--- src/hdl/ppst_pkg.sv ---
// ----------------------------------------------------------------------------
// ppst_pkg
// Shared types, constants and the arctangent table for the pure pursuit
// steering block.
// ----------------------------------------------------------------------------
package ppst_pkg;

    localparam int MaxPointsDefault = 1024;
    localparam int CordicSteps      = 23;
    localparam int AngleMax         = 23040;
    localparam int QueueDepth       = 2;
    localparam int QueueAw          = 1;

    // Configuration register indexes.
    localparam logic [7:0] CFG_WHEELBASE = 8'd0;
    localparam logic [7:0] CFG_LA_GAIN   = 8'd1;
    localparam logic [7:0] CFG_LA_MIN    = 8'd2;
    localparam logic [7:0] CFG_LA_MAX    = 8'd3;

    // Input item kinds.
    localparam logic KIND_SPEED = 1'b0;

    // One finished path handed from the front part to the back part.
    typedef struct packed {
        logic               found;
        logic signed [15:0] x;
        logic signed [15:0] y;
        logic [9:0]         idx;
        logic [15:0]        la;
    } ppst_job_t;

    // Status the queue reports to both sides.
    typedef struct packed {
        logic full;
        logic empty;
    } ppst_qstat_t;

    typedef enum logic [2:0] {
        F_IDLE, F_LA, F_SQ, F_DIST, F_UPD, F_PUSH
    } ppst_fstate_t;

    typedef enum logic [3:0] {
        B_IDLE, B_PREP, B_SQRT, B_DMUL, B_CHK, B_NORM, B_CORD, B_DONE, B_OUT
    } ppst_bstate_t;

    // Rounded atan(2^-i) in 1/65536 degree.
    function automatic logic signed [31:0] atan_lut(input logic [4:0] i);
        logic signed [31:0] v;
        case (i)
            5'd0:  v = 32'sd2949120;
            5'd1:  v = 32'sd1740967;
            5'd2:  v = 32'sd919879;
            5'd3:  v = 32'sd466945;
            5'd4:  v = 32'sd234379;
            5'd5:  v = 32'sd117304;
            5'd6:  v = 32'sd58666;
            5'd7:  v = 32'sd29335;
            5'd8:  v = 32'sd14668;
            5'd9:  v = 32'sd7334;
            5'd10: v = 32'sd3667;
            5'd11: v = 32'sd1833;
            5'd12: v = 32'sd917;
            5'd13: v = 32'sd458;
            5'd14: v = 32'sd229;
            5'd15: v = 32'sd115;
            5'd16: v = 32'sd57;
            5'd17: v = 32'sd29;
            5'd18: v = 32'sd14;
            5'd19: v = 32'sd7;
            5'd20: v = 32'sd4;
            5'd21: v = 32'sd2;
            5'd22: v = 32'sd1;
            default: v = 32'sd0;
        endcase
        return v;
    endfunction

endpackage

--- src/hdl/ppst_front.sv ---
// ----------------------------------------------------------------------------
// ppst_front
// Accepts input words, freezes the lookahead at path start and keeps the
// running target search; pushes one job per finished path.
// ----------------------------------------------------------------------------
module ppst_front #(
    parameter int MAX_POINTS = ppst_pkg::MaxPointsDefault
) (
    input  logic                  aclk,
    input  logic                  aresetn,
    input  logic                  s_valid,
    output logic                  s_ready,
    input  logic                  s_kind,
    input  logic [15:0]           s_speed_value,
    input  logic signed [15:0]    s_point_x,
    input  logic signed [15:0]    s_point_y,
    input  logic                  s_last_point,
    input  logic [15:0]           la_gain,
    input  logic [15:0]           la_min,
    input  logic [15:0]           la_max,
    input  ppst_pkg::ppst_qstat_t qstat,
    output logic                  push,
    output ppst_pkg::ppst_job_t   push_job
);
    import ppst_pkg::*;

    localparam int CW = $clog2(MAX_POINTS + 1);

    ppst_fstate_t       state_reg, state_next;
    logic [15:0]        speed_reg, la_reg;
    logic [31:0]        la_sq_reg, dsq_reg;
    logic               in_path_reg, ff_reg, far_v_reg, last_reg;
    logic [CW-1:0]      cnt_reg;
    logic signed [15:0] px_reg, py_reg, fx_reg, fy_reg, rx_reg, ry_reg;
    logic [9:0]         fidx_reg, ridx_reg;
    logic [30:0]        far_dsq_reg;
    logic [31:0]        gprod;
    logic [23:0]        ld_raw;
    logic [15:0]        ld_clamp;
    logic signed [31:0] px32, py32;
    logic [31:0]        dsq_now;

    // Lookahead from speed, with min then max clamp.
    always_comb begin
        gprod  = 32'(la_gain) * 32'(speed_reg);
        ld_raw = gprod[31:8];
        if (ld_raw < 24'(la_min)) begin
            ld_raw = 24'(la_min);
        end
        if (ld_raw > 24'(la_max)) begin
            ld_raw = 24'(la_max);
        end
        ld_clamp = ld_raw[15:0];
    end

    // Squared distance of the held point.
    always_comb begin
        px32    = 32'(px_reg);
        py32    = 32'(py_reg);
        dsq_now = unsigned'(px32 * px32) + unsigned'(py32 * py32);
    end

    // Next state and handshake.
    always_comb begin
        state_next = state_reg;
        s_ready    = 1'b0;
        push       = 1'b0;
        case (state_reg)
            F_IDLE: begin
                s_ready = 1'b1;
                if (s_valid && s_kind != KIND_SPEED) begin
                    state_next = in_path_reg ? F_DIST : F_LA;
                end
            end
            F_LA:   state_next = F_SQ;
            F_SQ:   state_next = F_DIST;
            F_DIST: state_next = F_UPD;
            F_UPD:  state_next = last_reg ? F_PUSH : F_IDLE;
            F_PUSH: begin
                if (!qstat.full) begin
                    push       = 1'b1;
                    state_next = F_IDLE;
                end
            end
            default: state_next = F_IDLE;
        endcase
    end

    // The job chooses the first qualifying point, else the farthest one.
    always_comb begin
        push_job.found = ff_reg || far_v_reg;
        push_job.x     = ff_reg ? fx_reg : rx_reg;
        push_job.y     = ff_reg ? fy_reg : ry_reg;
        push_job.idx   = ff_reg ? fidx_reg : ridx_reg;
        push_job.la    = la_reg;
    end

    // Control state.
    always_ff @(posedge aclk) begin
        if (!aresetn) begin
            state_reg   <= F_IDLE;
            speed_reg   <= '0;
            la_reg      <= '0;
            in_path_reg <= 1'b0;
            cnt_reg     <= '0;
            ff_reg      <= 1'b0;
            far_v_reg   <= 1'b0;
            far_dsq_reg <= '0;
        end else begin
            state_reg <= state_next;
            if (state_reg == F_IDLE && s_valid && s_kind == KIND_SPEED) begin
                speed_reg <= s_speed_value;
            end
            if (state_reg == F_LA) begin
                la_reg      <= ld_clamp;
                in_path_reg <= 1'b1;
                cnt_reg     <= '0;
                ff_reg      <= 1'b0;
                far_v_reg   <= 1'b0;
                far_dsq_reg <= '0;
            end
            if (state_reg == F_UPD && cnt_reg < CW'(MAX_POINTS)) begin
                cnt_reg <= cnt_reg + 1'b1;
                if (px_reg > 16'sd0) begin
                    if (!ff_reg && dsq_reg >= la_sq_reg) begin
                        ff_reg <= 1'b1;
                    end
                    if (!far_v_reg || dsq_reg[30:0] > far_dsq_reg) begin
                        far_v_reg   <= 1'b1;
                        far_dsq_reg <= dsq_reg[30:0];
                    end
                end
            end
            if (push) begin
                in_path_reg <= 1'b0;
            end
        end
    end

    // Payload registers.
    always_ff @(posedge aclk) begin
        if (state_reg == F_IDLE && s_valid) begin
            px_reg   <= s_point_x;
            py_reg   <= s_point_y;
            last_reg <= s_last_point;
        end
        if (state_reg == F_SQ) begin
            la_sq_reg <= 32'(la_reg) * 32'(la_reg);
        end
        if (state_reg == F_DIST) begin
            dsq_reg <= dsq_now;
        end
        if (state_reg == F_UPD && cnt_reg < CW'(MAX_POINTS) && px_reg > 16'sd0) begin
            if (!ff_reg && dsq_reg >= la_sq_reg) begin
                fx_reg   <= px_reg;
                fy_reg   <= py_reg;
                fidx_reg <= 10'(cnt_reg);
            end
            if (!far_v_reg || dsq_reg[30:0] > far_dsq_reg) begin
                rx_reg   <= px_reg;
                ry_reg   <= py_reg;
                ridx_reg <= 10'(cnt_reg);
            end
        end
    end

endmodule

--- config.mk ---
export PLATFORM = sky130hd
export DESIGN_NAME = ppst_front
export DESIGN_NICKNAME = d
export VERILOG_FILES = /design/src/hdl/ppst_pkg.sv /design/src/hdl/ppst_front.sv
export SDC_FILE = /design/constraint.sdc
export NUM_CORES = 2
export LEC_CHECK = 0
export BUFFER_PORTS_ARGS = -buffer_cell sky130_fd_sc_hd__buf_2
export CORE_MARGIN = 5
export CORE_UTILIZATION = 55
export CTS_BUF_LIST = sky130_fd_sc_hd__clkbuf_8 sky130_fd_sc_hd__clkbuf_16
export CTS_CLUSTER_DIAMETER = 40
export DETAILED_ROUTE_END_ITERATION = 8
export PLACE_DENSITY = 0.71
export SYNTH_ARGS = -nofsm -noshare
export SYNTH_HDL_FRONTEND = slang
export SYNTH_SLANG_ARGS = --single-unit
--- constraint.sdc ---
create_clock -name aclk -period 11.5 [get_ports aclk]
set_clock_uncertainty 0.2 [all_clocks]
set_input_delay 1.725 -clock aclk [delete_from_list [all_inputs] [get_ports aclk]]
set_output_delay 1.725 -clock aclk [all_outputs]
set_load 0.02 [all_outputs]
==> impl_metrics.tcl <==
set metrics [dict create \
    synthFlopType "edfxtp_1" \
    cts_made_buffers 48 \
    nets 6094 \
    drive_gt1_frac 0.0818 \
    final_hold_viol_count 0 \
    dr.first_iter.drc_count 1596 \
    cp.depth 37 \
    synth_edf_count 180 \
    fmax_mhz 92.4 \
    htreeDepth 2 \
    worstMarginPinSlew_ns 1.19 \
    postRouteAntennaNets 0 \
    cts_setup_buffers 0 \
    ys_warn_count 0 \
    gp_congestion 0.921 \
    die-area_mm2 0.0879 \
    drt_drc_violations_left 0 \
    critPathKind "in2reg" \
    crit_arrival_ns 11.14 \
    synth_nets 5985 \
    cts_tree "done" \
    antenna_found_initial 2 \
    async_flop_share 0 \
    die_h_um 296 \
    finalCriticalPeriod_ns 10.83 \
    synth_cells 4559 \
    clock_latency_ns 0.60 \
    clock-root-buffer "clkbuf_16" \
    maxCapViolCount 0 \
    syn_to_final_growth_pct 7.84 \
    crit_top_cell "fa_1" \
    numPortBuffers 162 \
    holdCritPathClass "reg2reg" \
    slowest_delay_ns 0.58 \
    reg2reg_setup_slack_ns 1.19 \
    synth.top_cell.area_share 0.390 \
    finish.utilization 0.595 \
    rsz0062_at_grt "no" \
    slew_headroom 0.209 \
    avgRoutedWirePerCell_um 17.3 \
    status "complete, no violations" \
    startpoint "la_gain[10]" \
    vias 30700 \
    synthTopCellsByArea "fa_1 (39%), ha_1 (12%), edfxtp_1 (12%)" \
    post-place-cells 5688 \
    hold_buffers 0 \
    drt-total-wl_mm 100 \
    r2r-end "la_reg[3]" \
    fp.dieW_um 296 \
    cts_buffer_depth 3 \
    fp.coreArea_mm2 0.0817 \
    ys_ff_latch 260 \
    cts_resized 0 \
    fin_cells 5778 \
    overflow 0 \
    worstPathRequired_ns 11.81 \
    yosysTopAreaCell "fa_1" \
    cp_max_fo 16 \
    setup_viol 0 \
    rows 105 \
    path_buf_inv 6 \
    crit_path_start_kind "input pin" \
    cp_top_family "adder cells" \
    largest_register_ffs 32 \
    grt_max_degree 99 \
    grt_pass1_vias 33300 \
    drtPass1Iterations 6 \
    setup.worst_path.end "la_reg[3]" \
    grt_pass1_wl_mm 168 \
    synth_area_mm2 0.0451 \
    syn_avg_cell_area_um2 9.90 \
    synth_seq_area_share 0.155 \
    clk_pin_slew_ns 0.05 \
    slew_violations 0 \
    viasPerCell 5.31 \
    track_usage 0.238 \
    start_util 0.552 \
    end_kind "flip-flop" \
    synth_cell_types 75 \
    clkSinkCount 260 \
    fin_crit_sh 0.942 \
    crit_path_top_delay_cell "fa_1" \
    worst_r2r_path_depth 33 \
    r2r_start "speed_reg[1]" \
    finalSetupTns_ns 0 \
    pin_count 164 \
    hpwl_mm 80.9 \
]
cells by family after synthesis:
| family | Yosys count | synth area share |
|---|---|---|
| and+or+nand+nor | 1091 | 0.119 |
| buffers and inverters | 1304 | 0.110 |
| muxes | 109 | 0.0263 |
| xor gates and xnor gates | 109 | 0.0213 |
| adders and majority gates | 1323 | 0.513 |
| AOI/OAI and AO/OA | 363 | 0.0555 |
| DFF | 260 | 0.155 |
how the worst min path moves through the flow:
stage               startpoint         endpoint  slack [ns]  depth (start not counted)
5_1_grt        far_dsq_reg[15]  far_dsq_reg[15]        0.29                          2
2_1_floorplan       py_reg[13]       fy_reg[13]        0.24                          0
4_1_cts        far_dsq_reg[13]  far_dsq_reg[13]        0.27                          2
3_5_place_dp   far_dsq_reg[26]  far_dsq_reg[26]        0.26                          2
6_report       far_dsq_reg[13]  far_dsq_reg[13]        0.27                          2
3_3_place_gp   far_dsq_reg[26]  far_dsq_reg[26]        0.25                          2
area by class of cell:
| class | count | area (um^2) |
|---|---|---|
| clock buffer | 54 | 1330 |
| clock inverter | 35 | 312 |
| antenna | 1 | 2.50 |
| multi-input combinational | 2995 | 33200 |
| tap | 1070 | 1340 |
| inverter | 1161 | 4360 |
| sequential | 260 | 7010 |
| timing repair buffer | 202 | 1110 |
| fill | 6922 | 33100 |
cell usage after synthesis, types with 3 or more instances:
cell type and count:
a2111o_1 3, a2111oi_0 4, a211oi_1 14, a21boi_0 21, a21o_1 57, a21oi_1 87
a31oi_1 12, and2_1 284, and3_1 29, and4_1 4, buf_2 8, buf_4 4
clkbuf_1 126, dfxtp_1 80, edfxtp_1 180, fa_1 880, ha_1 443, inv_1 1159
mux2_1 9, mux2_2 66, mux2i_1 34, nand2_1 441, nand2b_1 23, nand3_1 69
nand4_1 31, nor2_1 120, nor2b_1 28, nor3_1 24, nor3b_1 7, nor4_1 5
o2111ai_1 4, o211ai_1 25, o21a_1 21, o21ai_0 49, o21bai_1 11, o311ai_0 4
o31ai_1 21, o41ai_1 4, or2_2 13, or3_1 4, xnor2_1 73, xor2_1 35
metal layers:
layer	vias up	global-route usage	part of all wire
met5	-	0	0.00013
met4	2	0.0715	0.033
met3	187	0.0267	0.049
met2	704	0.409	0.49
met1	15600	0.323	0.42
li1	14200	-	-
tightest hold or removal path, stage by stage (launching register included):
cell and delay [ns]:
dfxtp_1 0.30, nand3_1 0.06, mux2i_1 0.05
stage by stage:
stage          setup slack, ns  hold slack [ns]  area, um^2
6_report                 0.672            0.268       48700
5_1_grt                  0.120            0.288       48700
4_1_cts                  0.721            0.268       48600
3_5_place_dp            0.0977            0.258       47000
3_3_place_gp             0.246            0.254       47000
2_1_floorplan            0.396            0.243       45100
cell usage in the layout, fill, tap and decap left out, types with 23 or more instances in the layout:
| cell | Yosys | final |
|---|---|---|
| ha_1 | 443 | 443 |
| o21ai_0 | 49 | 49 |
| a21oi_1 | 87 | 87 |
| nor2_1 | 120 | 120 |
| mux2_2 | 66 | 66 |
| nand2_1 | 441 | 441 |
| dfxtp_1 | 80 | 79 |
| and3_1 | 29 | 29 |
| buf_4 | 4 | 41 |
| edfxtp_1 | 180 | 180 |
| inv_1 | 1159 | 1163 |
| clkbuf_16 | 0 | 52 |
| and2_1 | 284 | 283 |
| xnor2_1 | 73 | 73 |
| nand3_1 | 69 | 69 |
| nor3_1 | 24 | 24 |
| xor2_1 | 35 | 35 |
| nand4_1 | 31 | 31 |
| fa_1 | 880 | 880 |
| buf_2 | 8 | 161 |
| o211ai_1 | 25 | 25 |
| nand2b_1 | 23 | 23 |
| nor2b_1 | 28 | 28 |
| a21o_1 | 57 | 57 |
| mux2i_1 | 34 | 34 |
Power is left out: the tool's default activity adds up to more than one toggle a clock period on the data nets, which glitch-free logic cannot reach.
