`src/hdl/ppst_pkg.sv`:
```
// ----------------------------------------------------------------------------
// ppst_pkg
// Shared types, constants and the arctangent table for the pure pursuit
// steering block.
// ----------------------------------------------------------------------------
package ppst_pkg;

    localparam int MaxPointsDefault = 1024;
    localparam int CordicSteps      = 23;
    localparam int AngleMax         = 23040;
    localparam int QueueDepth       = 2;
    localparam int QueueAw          = 1;

    // Configuration register indexes.
    localparam logic [7:0] CFG_WHEELBASE = 8'd0;
    localparam logic [7:0] CFG_LA_GAIN   = 8'd1;
    localparam logic [7:0] CFG_LA_MIN    = 8'd2;
    localparam logic [7:0] CFG_LA_MAX    = 8'd3;

    // Input item kinds.
    localparam logic KIND_SPEED = 1'b0;

    // One finished path handed from the front part to the back part.
    typedef struct packed {
        logic               found;
        logic signed [15:0] x;
        logic signed [15:0] y;
        logic [9:0]         idx;
        logic [15:0]        la;
    } ppst_job_t;

    // Status the queue reports to both sides.
    typedef struct packed {
        logic full;
        logic empty;
    } ppst_qstat_t;

    typedef enum logic [2:0] {
        F_IDLE, F_LA, F_SQ, F_DIST, F_UPD, F_PUSH
    } ppst_fstate_t;

    typedef enum logic [3:0] {
        B_IDLE, B_PREP, B_SQRT, B_DMUL, B_CHK, B_NORM, B_CORD, B_DONE, B_OUT
    } ppst_bstate_t;

    // Rounded atan(2^-i) in 1/65536 degree.
    function automatic logic signed [31:0] atan_lut(input logic [4:0] i);
        logic signed [31:0] v;
        case (i)
            5'd0:  v = 32'sd2949120;
            5'd1:  v = 32'sd1740967;
            5'd2:  v = 32'sd919879;
            5'd3:  v = 32'sd466945;
            5'd4:  v = 32'sd234379;
            5'd5:  v = 32'sd117304;
            5'd6:  v = 32'sd58666;
            5'd7:  v = 32'sd29335;
            5'd8:  v = 32'sd14668;
            5'd9:  v = 32'sd7334;
            5'd10: v = 32'sd3667;
            5'd11: v = 32'sd1833;
            5'd12: v = 32'sd917;
            5'd13: v = 32'sd458;
            5'd14: v = 32'sd229;
            5'd15: v = 32'sd115;
            5'd16: v = 32'sd57;
            5'd17: v = 32'sd29;
            5'd18: v = 32'sd14;
            5'd19: v = 32'sd7;
            5'd20: v = 32'sd4;
            5'd21: v = 32'sd2;
            5'd22: v = 32'sd1;
            default: v = 32'sd0;
        endcase
        return v;
    endfunction

endpackage

```
`src/hdl/ppst_queue.sv`:
```
// ----------------------------------------------------------------------------
// ppst_queue
// Short job queue between the front and back parts.
// ----------------------------------------------------------------------------
module ppst_queue (
    input  logic                  aclk,
    input  logic                  aresetn,
    input  logic                  push,
    input  ppst_pkg::ppst_job_t   push_job,
    input  logic                  pop,
    output ppst_pkg::ppst_job_t   head,
    output ppst_pkg::ppst_qstat_t qstat
);
    import ppst_pkg::*;

    ppst_job_t        mem [QueueDepth];
    logic [QueueAw-1:0] wp_reg, rp_reg;
    logic [QueueAw:0]   cnt_reg;

    assign head        = mem[rp_reg];
    assign qstat.full  = (cnt_reg == (QueueAw + 1)'(QueueDepth));
    assign qstat.empty = (cnt_reg == '0);

    // Storage write.
    always_ff @(posedge aclk) begin
        if (push) begin
            mem[wp_reg] <= push_job;
        end
    end

    // Pointers and fill count.
    always_ff @(posedge aclk) begin
        if (!aresetn) begin
            wp_reg  <= '0;
            rp_reg  <= '0;
            cnt_reg <= '0;
        end else begin
            if (push) begin
                wp_reg <= wp_reg + 1'b1;
            end
            if (pop) begin
                rp_reg <= rp_reg + 1'b1;
            end
            if (push && !pop) begin
                cnt_reg <= cnt_reg + 1'b1;
            end else if (pop && !push) begin
                cnt_reg <= cnt_reg - 1'b1;
            end
        end
    end

endmodule

```
`config.mk`:
```
export PLATFORM = sky130hd
export DESIGN_NAME = ppst_queue
export DESIGN_NICKNAME = d
export VERILOG_FILES = /design/src/hdl/ppst_pkg.sv /design/src/hdl/ppst_queue.sv
export SDC_FILE = /design/constraint.sdc
export NUM_CORES = 1
export LEC_CHECK = 0
export ABC_AREA = 1
export BUFFER_PORTS_ARGS = -buffer_cell sky130_fd_sc_hd__buf_4
export CAP_MARGIN = 20
export CORE_AREA = 8 8 123 125
export CTS_CLUSTER_SIZE = 20
export DETAILED_ROUTE_END_ITERATION = 6
export DIE_AREA = 0 0 131 133
export PLACE_DENSITY_LB_ADDON = 0.08
export SYNTH_ARGS = -nofsm -noshare
export SYNTH_HDL_FRONTEND = slang
export SYNTH_SLANG_ARGS = --single-unit
```
`constraint.sdc`:
```
create_clock -name aclk -period 4.6 [get_ports aclk]
set_input_delay 0.92 -clock aclk [delete_from_list [all_inputs] [get_ports aclk]]
set_output_delay 0.92 -clock aclk [all_outputs]
set_load 0.02 [all_outputs]
```
==> run summary, run 1 <==
Slew Limit Fails - 0
Setup WS post-layout - 1.720 ns
# clock sinks - 123
Final WL - 9188 um
Largest register FFs - 118
Clk_skew - 0.005870 ns
Critical Path AT - 1.96 ns
WS Path Type - flip-flop to primary output
Largest family of logic cells by synthesized area - multiplexers
Clk buf depth - 2
Routed WL per cell - 16.86 um
Initial antenna violation count - 0
Number of port buffers - 123
Number of global-route vias before repair - 2600
Crit-path cells - mux2_2 -> buf_4
CORE AREA - 13090 sq um
Initial Utilization - 0.3462
Setup violators final - 0
P&R area growth vs syn - 37.56%
Drt drc - 0
Layout cells sized above 1 - 0.5799
Cell area after synthesis - 4531 sq um
Compound-gate portion of the synthesized area - 0.002209
Multiplexer share of the synthesized area - 0.1549
Via density - 4.371
Synth Net Count - 283
Fmax - 0.3473 GHz
Detailed Place HPWL - 6059 um
Post-Synth Adder-Cell Area - 0.002762
Die H - 133 um
Max rail drop VDD - 0.1816 mV
Antenna cells - 0
TritonCTS clock tree - yes
Routability cong. - 0.6708
Post-route cell area - 6232 sq um
Number of top-level pins - 124
Leakage - 2.390 nW
Post-Route Setup TNS - 0 ns
Detailed Route Iter0 Violations - 115
Register area share after synthesis - 0.8042
Simple-gate share of the synthesized area - 0.01657
Hold Crit Class - flip-flop to flip-flop
Worst-path maximum fanout - 59
RSZ-0062 raised after global routing - no
Hold_buf cts - 0
TritonCTS Buffers - 17
Cell area power density - 470.1 nW/um^2
Syn_area_per_cell - 20.69 sq um
Synth Warn # - 0
Cells after synthesis - 219
Post-CTS setup buffers - 0
Die Wd - 131 um
Fillers - 1135
Grt ovf - 0
MaxCap Viol Count - 0
CP peak stage delay - 0.91 ns
Overall fraction of global-route tracks in use - 0.1081
CTS Root Cell - clkbuf_16
Crit path capture type - primary output
Max-slew headroom - 0.3811
Post-route ant nets - 0
Final hold vios - 0
WHS - 0.4981 ns
Post-cts sizing count - 0
Largest net degree at the start of global routing - 60
Post-Place Cells - 513
Final non-filler cell total - 545
Die area - 17420 sq um
Fin nets - 420
Synth Area in XOR/XNOR - 0
Clock Latency Late Sink - 0.40 ns
Htree depth - 4
Unique masters post-synth - 15
Clk slew on worst S/H paths - 0.05 ns
Pre-CTS WS - 1.954 ns
Row count - 42
#FFs+latches synth - 123
Final critical-path share of the clock period - 0.6260
Slowest stage cell, crit path - dfxtp_4
First-pass GRT wire length - 13770 um
Run status - finished, final reports clean
CP required - 3.68 ns
Tightest Pin Transition - 0.9284 ns
Vias - 2382
DP Area - 5643 sq um
CP Launch Type - flip-flop
Post-route minimum period - 2.880 ns
Drt pass-1 iters - 4
metrics by stage:
step	power, mW	util
after floorplan	1.507	-
after global placement	1.654	0.4312
after detailed placement	1.658	0.4312
after CTS	2.978	0.4763
after global routing	3.038	0.4763
final	2.930	0.4763
cell usage after synthesis, drive strengths merged:
master,instances,share of area
nand2,8,0.0066
mux2,59,0.15
buf,7,0.013
dfxtp,5,0.022
edfxtp,118,0.78
nor2,9,0.0075
o21ai,1,0.0011
nand3,1,0.0011
a21oi,1,0.0011
ha,1,0.0028
inv,8,0.0066
nand4,1,0.0014
final timing paths:
kind / to / startpoint / cells after the start / slack, ns
setup / recovery: head[58] / flip-flop / 2 / 1.72
hold / removal: flip-flop / rp_reg$_SDFFE_PN0P_ / 2 / 0.50
setup reg to reg: mem[1][13]$_DFFE_PP_ / wp_reg$_SDFFE_PN0P_ / 3 / 2.68
hold reg to reg: flip-flop / rp_reg$_SDFFE_PN0P_ / 2 / 0.50
worst max-delay path: cells and delay by family, from the launching register on:
kind	cells	cell delay (ns)
buffers and inverters	1	0.17
flip-flops	1	0.91
multiplexers	1	0.45
cells in the final DEF, fill, tap and decap left out:
| cell | count |
|---|---|
| clkinv_2 | 4 |
| nand3_1 | 1 |
| nor2_4 | 1 |
| mux2_2 | 49 |
| a21oi_1 | 1 |
| nand4_1 | 1 |
| edfxtp_1 | 118 |
| buf_4 | 125 |
| clkbuf_16 | 17 |
| inv_1 | 7 |
| dfxtp_1 | 4 |
| clkbuf_1 | 5 |
| o21ai_0 | 1 |
| ha_1 | 1 |
| clkinvlp_4 | 1 |
| inv_2 | 1 |
| nor2_1 | 8 |
| dfxtp_4 | 1 |
| bufinv_16 | 3 |
| mux2_4 | 10 |
| clkbuf_8 | 2 |
| nand2_1 | 8 |
report_power, final:
part / internal, mW / leakage (nW) / switching, mW / total, mW
sequential: 1.30 / 1.15 / 0.0300 / 1.33
clock: 0.876 / 0.288 / 0.427 / 1.30
combinational: 0.149 / 0.952 / 0.150 / 0.300
final cells by class:
type / count / area [sq um] / share of cell area
timing repair buffer: 125 / 938.4 / 0.1506
sequential: 123 / 3647 / 0.5852
multi-input combinational: 81 / 807.0 / 0.1295
inverter: 8 / 30.03 / 0.004818
clock inverter: 8 / 117.6 / 0.01887
tap: 176 / 220.2 / 0.03533
clock buffer: 24 / 471.7 / 0.07569
per-layer routing:
metal	vias up	global-route usage	part of all wire
li1	1118	-	-
met4	0	0.04978	0.014
met2	86	0.1736	0.51
met5	-	0	0
met1	1170	0.1209	0.40
met3	8	0.04620	0.084
cells by family (layout without fill, tap and decap cells):
group	count (synthesis)	count (layout)
AOI/OAI and AO/OA	2	2
adders and majority gates	1	1
buffers and inverters	15	165
DFF	123	123
muxes	59	59
and+or+nand+nor	19	19
Power figures use the tool's default switching activity.
==> run 2: changes to the inputs <==
==> constraint.sdc (replaced) <==
create_clock -name aclk -period 2.4 [get_ports aclk]
set_input_delay 0.48 -clock aclk [delete_from_list [all_inputs] [get_ports aclk]]
set_output_delay 0.48 -clock aclk [all_outputs]
set_load 0.02 [all_outputs]
==> run summary, run 2 (synthesized netlist as in run 1, its figures left out) <==
CP delay by family, top - flip-flops (unchanged)
Routed WL per cell - 16.59 um (was 16.86 um)
Leakage - 2.409 nW (was 2.390 nW)
Final hold vios - 0 (unchanged)
Clock Latency Late Sink - 0.40 ns (about the same)
CORE AREA - 13090 sq um (unchanged)
Final non-filler cell total - 549 (was 545)
Largest register FFs - 118 (unchanged)
Detailed Place HPWL - 6111 um (was 6059 um)
Routability cong. - 0.6758 (was 0.6708)
Antenna cells - 0 (unchanged)
Via density - 4.341 (was 4.371)
Slew Limit Fails - 0 (unchanged)
Crit path buffers/inverters - 2 (was 1)
Sw power - 1.165 mW (was 607.6 uW)
# clock sinks - 123 (unchanged)
Design Power - 5.550 mW (was 2.930 mW)
Reg-to-reg slack, setup - 1.07 ns (was 2.68 ns)
CP required - 1.92 ns (was 3.68 ns)
Hold path cells - 1 (was 2)
Most frequent cells in the layout - buf_4 (127), edfxtp_1 (118), mux2_2 (49), clkbuf_16 (17), mux2_4 (10) (was buf_4 (125), edfxtp_1 (118), mux2_2 (49), clkbuf_16 (17), mux2_4 (10))
Max-slew headroom - 0.6854 (was 0.3811)
Register share of total power - 0.455 (was 0.453)
Hold_buf cts - 0 (unchanged)
TritonCTS Buffers - 17 (unchanged)
First-pass GRT wire length - 13950 um (was 13770 um)
Vias - 2383 (was 2382)
Initial antenna violation count - 0 (unchanged)
Switching Fraction - 0.2099 (was 0.2074)
Critical Path AT - 1.73 ns (was 1.96 ns)
Drt drc - 0 (unchanged)
Post-cts sizing count - 0 (unchanged)
Final WL - 9110 um (was 9188 um)
Largest net degree at the start of global routing - 34 (was 60)
Clk buf depth - 2 (unchanged)
MaxCap Viol Count - 0 (unchanged)
Comb pwr share - 0.109 (was 0.102)
TritonCTS clock tree - yes (unchanged)
P&R area growth vs syn - 38.25% (was 37.56%)
Die H - 133 um (unchanged)
Crit path capture type - primary output (unchanged)
Commonest non-fill, non-tap cell in the layout - buf_4 (unchanged)
Cell area power density - 886.1 nW/um^2 (was 470.1 nW/um^2)
Hold Crit Class - primary input to flip-flop (was flip-flop to flip-flop)
Tightest Pin Transition - 0.4718 ns (was 0.9284 ns)
Worst-path maximum fanout - 25 (was 59)
CTS Root Cell - clkbuf_16 (unchanged)
Number of top-level pins - 124 (unchanged)
Setup violators final - 0 (unchanged)
Drt pass-1 iters - 4 (unchanged)
Crit path to - head[41] (was head[58])
Die Wd - 131 um (unchanged)
Htree depth - 4 (unchanged)
Grt ovf - 0 (unchanged)
Overall fraction of global-route tracks in use - 0.1098 (was 0.1081)
CP peak stage delay - 0.54 ns (was 0.91 ns)
WP depth - 3 (was 2)
Clk_skew - 0.004045 ns (was 0.005870 ns)
Post-route minimum period - 2.206 ns
Post-CTS setup buffers - 0 (unchanged)
Slowest stage cell, crit path - dfxtp_4 (unchanged)
WS Path Type - flip-flop to primary output (unchanged)
Worst r2r src - wp_reg$_SDFFE_PN0P_ (unchanged)
Final critical-path share of the clock period - 0.9190
Initial Utilization - 0.3462 (unchanged)
Pint - 4.385 mW (was 2.323 mW)
Die area - 17420 sq um (unchanged)
CP Launch Type - flip-flop (unchanged)
Layout cells sized above 1 - 0.5764 (was 0.5799)
Fmax - 0.4534 GHz
Fin nets - 424 (was 420)
Clk slew on worst S/H paths - 0.05 ns (about the same)
Run status - finished, final reports clean (unchanged)
Detailed Route Iter0 Violations - 128 (was 115)
Post-Route Setup TNS - 0 ns (unchanged)
Post-Place Cells - 517 (was 513)
Max rail drop VDD - 0.4703 mV (was 0.1816 mV)
Post-route ant nets - 0 (unchanged)
Clock power frac - 0.437 (was 0.445)
Reg2Reg Capture Point - mem[1][24]$_DFFE_PP_ (was mem[1][13]$_DFFE_PP_)
WHS - 0.2582 ns (was 0.4981 ns)
Row count - 42 (unchanged)
RSZ-0062 raised after global routing - no (unchanged)
Number of global-route vias before repair - 2636 (was 2600)
Number of port buffers - 123 (unchanged)
Cells on worst reg2reg path - 3 (unchanged)
Crit-path cells - buf_12 -> mux2_2 -> buf_4 (was mux2_2 -> buf_4)
## run 2: how the worst min path moves through the flow
stage	start	end	slack (ns)
finish	push_job[27]	mem[0][27]$_DFFE_PP_	0.26
global placement	rp_reg$_SDFFE_PN0P_	rp_reg$_SDFFE_PN0P_	0.48
detailed placement	rp_reg$_SDFFE_PN0P_	rp_reg$_SDFFE_PN0P_	0.50
CTS	push_job[1]	mem[0][1]$_DFFE_PP_	0.23
floorplan	rp_reg$_SDFFE_PN0P_	flip-flop	0.46
global route	push_job[27]	mem[0][27]$_DFFE_PP_	0.24
## run 2: cell type report
class	instances	area [sq um]
multi-input combinational	81	807.0
inverter	8	30.03
timing repair buffer	129	993.5
fill	1144	6822
clock buffer	20	436.7
clock inverter	12	128.9
tap	176	220.2
sequential	123	3647
## run 2: metrics by stage
step	cell area [sq um]	util	setup slack, ns
global placement	5698	0.4355	0.6029
CTS	6264	0.4787	0.1304
global route	6264	0.4787	0.1013
floorplan	4538	-	0.2880
finish	6264	0.4787	0.1944
detailed placement	5698	0.4355	0.5861
## run 2: per-layer routing
| metal | track usage | up-vias | part of all wire |
|---|---|---|---|
| met5 | 0 | - | 0 |
| li1 | - | 1130 | - |
| met3 | 0.04902 | 13 | 0.077 |
| met1 | 0.1218 | 1160 | 0.40 |
| met2 | 0.1721 | 80 | 0.50 |
| met4 | 0.05935 | 0 | 0.017 |
## run 2: power by group through the flow
stage | registers (mW) | clock network, mW | logic (mW)
after floorplan | 2.55 | 0 | 0.336
after global placement | 2.56 | 0 | 0.616
after detailed placement | 2.57 | 0 | 0.620
after CTS | 2.52 | 2.48 | 0.622
after global routing | 2.53 | 2.58 | 0.652
final | 2.52 | 2.42 | 0.605
==> run 3: changes to the inputs <==
--- a/config.mk
+++ b/config.mk
@@ -5,7 +5,6 @@
 export SDC_FILE = /design/constraint.sdc
 export NUM_CORES = 1
 export LEC_CHECK = 0
-export ABC_AREA = 1
 export BUFFER_PORTS_ARGS = -buffer_cell sky130_fd_sc_hd__buf_4
 export CAP_MARGIN = 20
 export CORE_AREA = 8 8 123 125
==> run summary, run 3 <==
Max-slew headroom - 0.6289 (was 0.6854)
Clk_skew - 0.005174 ns (was 0.004045 ns)
WP depth - 3 (unchanged)
Largest net degree at the start of global routing - 39 (was 34)
Hold path cells - 1 (unchanged)
Row count - 42 (unchanged)
Die Wd - 131 um (unchanged)
Largest register FFs - 118 (unchanged)
Fmax - 0.4670 GHz (was 0.4534 GHz)
Antenna cells - 0 (unchanged)
Final hold vios - 0 (unchanged)
Crit path to - head[24] (was head[41])
Syn_area_per_cell - 21.94 sq um (was 20.69 sq um)
Drt pass-1 iters - 4 (unchanged)
Number of global-route vias before repair - 2566 (was 2636)
Post-cts sizing count - 0 (unchanged)
Slew Limit Fails - 0 (unchanged)
Largest area contributor in the netlist - edfxtp_1 (unchanged)
#FFs+latches synth - 123 (unchanged)
Clk slew on worst S/H paths - 0.05 ns (about the same)
Grt ovf - 0 (unchanged)
Layout cells sized above 1 - 0.5972 (was 0.5764)
Commonest non-fill, non-tap cell in the layout - buf_4 (unchanged)
Comb pwr share - 0.124 (was 0.109)
Number of top-level pins - 124 (unchanged)
Clock power frac - 0.421 (was 0.437)
P&R area growth vs syn - 37.54% (was 38.25%)
MaxCap Viol Count - 0 (unchanged)
Final non-filler cell total - 536 (was 549)
WS Path Type - flip-flop to primary output (unchanged)
Cell with the most instances after synthesis - edfxtp_1 (unchanged)
Worst r2r src - wp_reg$_SDFFE_PN0P_ (unchanged)
Async set-reset flop share out of synthesis - 0 (unchanged)
Most frequent cells in the layout - buf_4 (128), edfxtp_1 (118), mux2_2 (49), clkbuf_16 (17), mux2_4 (10) (was buf_4 (127), edfxtp_1 (118), mux2_2 (49), clkbuf_16 (17), mux2_4 (10))
Clock Latency Late Sink - 0.41 ns (was 0.40 ns)
Overall fraction of global-route tracks in use - 0.1103 (was 0.1098)
Post-synth top cells - edfxtp_1 (118), mux2_2 (49), mux2_4 (10), dfxtp_1 (5) (was edfxtp_1 (118), mux2_2 (49), mux2_4 (10), nor2_1 (9))
Crit path top cell by count - buf_4
Max rail drop VDD - 0.4633 mV (was 0.4703 mV)
First-pass GRT wire length - 13970 um (was 13950 um)
Register share of total power - 0.455 (about the same)
Run status - finished, final reports clean (unchanged)
Post-CTS setup buffers - 0 (unchanged)
EDFF count, synth - 118 (unchanged)
Clk buf depth - 2 (unchanged)
CP required - 1.92 ns (about the same)
WHS - 0.2542 ns (was 0.2582 ns)
Fin nets - 411 (was 424)
Synth Net Count - 270 (was 283)
Crit-path cells - buf_4 -> mux2_2 -> buf_4 (was buf_12 -> mux2_2 -> buf_4)
Hold_buf cts - 0 (unchanged)
Hold Crit Class - primary input to flip-flop (unchanged)
Slowest stage cell, crit path - mux2_2 (was dfxtp_4)
Initial antenna violation count - 0 (unchanged)
Reg2Reg Capture Point - mem[1][58]$_DFFE_PP_ (was mem[1][24]$_DFFE_PP_)
Pint - 4.319 mW (was 4.385 mW)
Routability cong. - 0.6510 (was 0.6758)
Detailed Place HPWL - 6150 um (was 6111 um)
Critical Path AT - 1.66 ns (was 1.73 ns)
TritonCTS Buffers - 17 (unchanged)
Synth top area cells - edfxtp_1 (78%), mux2_2 (12%), mux2_4 (3.3%) (unchanged)
CTS Root Cell - clkbuf_16 (unchanged)
Number of port buffers - 123 (unchanged)
Cell area after synthesis - 4519 sq um (was 4531 sq um)
Via density - 4.334 (was 4.341)
CP peak stage delay - 0.41 ns (was 0.54 ns)
Die area - 17420 sq um (unchanged)
RSZ-0062 raised after global routing - no (unchanged)
Final Util - 0.4750 (was 0.4787)
Cells after synthesis - 206 (was 219)
CP Launch Type - flip-flop (unchanged)
Vias - 2323 (was 2383)
Sw power - 1.201 mW (was 1.165 mW)
Die H - 133 um (unchanged)
DP Area - 5673 sq um (was 5698 sq um)
Final WL - 9214 um (was 9110 um)
# clock sinks - 123 (unchanged)
Tightest Pin Transition - 0.5567 ns (was 0.4718 ns)
Post-Route Setup TNS - 0 ns (unchanged)
Drt drc - 0 (unchanged)
TritonCTS clock tree - yes (unchanged)
Register area share after synthesis - 0.8062 (was 0.8042)
Synth Warn # - 0 (unchanged)
Detailed Route Iter0 Violations - 149 (was 128)
Unique masters post-synth - 18 (was 15)
Routed WL per cell - 17.19 um (was 16.59 um)
Post-route ant nets - 0 (unchanged)
Switching Fraction - 0.2176 (was 0.2099)
CORE AREA - 13090 sq um (unchanged)
Primary FF master, synth - edfxtp_1 (unchanged)
Post-Place Cells - 504 (was 517)
Crit path buffers/inverters - 2 (unchanged)
Cells on worst reg2reg path - 2 (was 3)
Fillers - 1125 (was 1144)
Post-route cell area - 6216 sq um (was 6264 sq um)
Worst-path maximum fanout - 25 (unchanged)
Final critical-path share of the clock period - 0.8922 (was 0.9190)
Leakage - 2.358 nW (was 2.409 nW)
Cell area power density - 888.1 nW/um^2 (was 886.1 nW/um^2)
Htree depth - 4 (unchanged)
CP delay by family, top - buffers and inverters (was flip-flops)
Crit path capture type - primary output (unchanged)
Reg-to-reg slack, setup - 1.01 ns (was 1.07 ns)
Initial Utilization - 0.3454 (was 0.3462)
Post-route minimum period - 2.141 ns (was 2.206 ns)
Post-synth top area share - 0.7841 (was 0.7821)
Setup violators final - 0 (unchanged)
==> run 3: cell families after synthesis <==
| logic type | count (synthesis) | share of synthesized area |
|---|---|---|
| AOI/OAI and AO/OA | 3 | 0.004430 |
| xor gates and xnor gates | 3 | 0.005815 |
| adders and majority gates | 1 | 0.002768 |
| buffers and inverters | 8 | 0.01356 |
| DFF | 123 | 0.8062 |
| muxes | 59 | 0.1553 |
| and+or+nand+nor | 9 | 0.01190 |
==> run 3: power groups by stage <==
stage | Sequential (mW) | Clock (mW) | Combinational (mW)
2_1_floorplan | 2.55 | 0 | 0.386
3_3_place_gp | 2.55 | 0 | 0.699
3_5_place_dp | 2.56 | 0 | 0.700
4_1_cts | 2.51 | 2.38 | 0.703
5_1_grt | 2.52 | 2.48 | 0.733
6_report | 2.51 | 2.32 | 0.683
==> run 3: through the flow <==
| stage | setup slack (ns) | power [mW] |
|---|---|---|
| 2_1_floorplan | 0.1047 | 2.934 |
| 3_3_place_gp | 0.6622 | 3.250 |
| 3_5_place_dp | 0.6671 | 3.255 |
| 4_1_cts | 0.2114 | 5.600 |
| 5_1_grt | 0.1762 | 5.735 |
| 6_report | 0.2586 | 5.520 |
==> run 3: area by class of cell <==
type	instances	area (sq um)	area share
timing repair buffer	129	980.9	0.1578
clock inverter	11	102.6	0.01651
multi-input combinational	75	823.3	0.1324
clock buffer	21	440.4	0.07085
tap	176	220.2	0.03543
sequential	123	3645	0.5864
inverter	1	3.754	0.0006039
==> run 3: how the worst min path moves through the flow <==
stage                               to  slack [ns]                     from
2_1_floorplan  cnt_reg[1]$_SDFFE_PN0P_        0.47  cnt_reg[1]$_SDFFE_PN0P_
3_3_place_gp   cnt_reg[1]$_SDFFE_PN0P_        0.50  cnt_reg[1]$_SDFFE_PN0P_
3_5_place_dp   cnt_reg[1]$_SDFFE_PN0P_        0.51  cnt_reg[1]$_SDFFE_PN0P_
4_1_cts           mem[1][57]$_DFFE_PP_        0.23             push_job[57]
5_1_grt           mem[1][57]$_DFFE_PP_        0.23             push_job[57]
6_report          mem[1][53]$_DFFE_PP_        0.25             push_job[53]
==> run 3: metal layers <==
metal / GRT usage / vias to the layer above / share of wire
met5: 0 / - / 0
met3: 0.04701 / 14 / 0.079
met2: 0.1690 / 75 / 0.48
li1: - / 1094 / -
met1: 0.1265 / 1140 / 0.42
met4: 0.06126 / 0 / 0.021
==> run 3: worst reg2reg max path, stage by stage (launching register included) <==
cell and delay, ns:
dfxtp_1 0.37, and2_2 0.17, buf_4 0.47
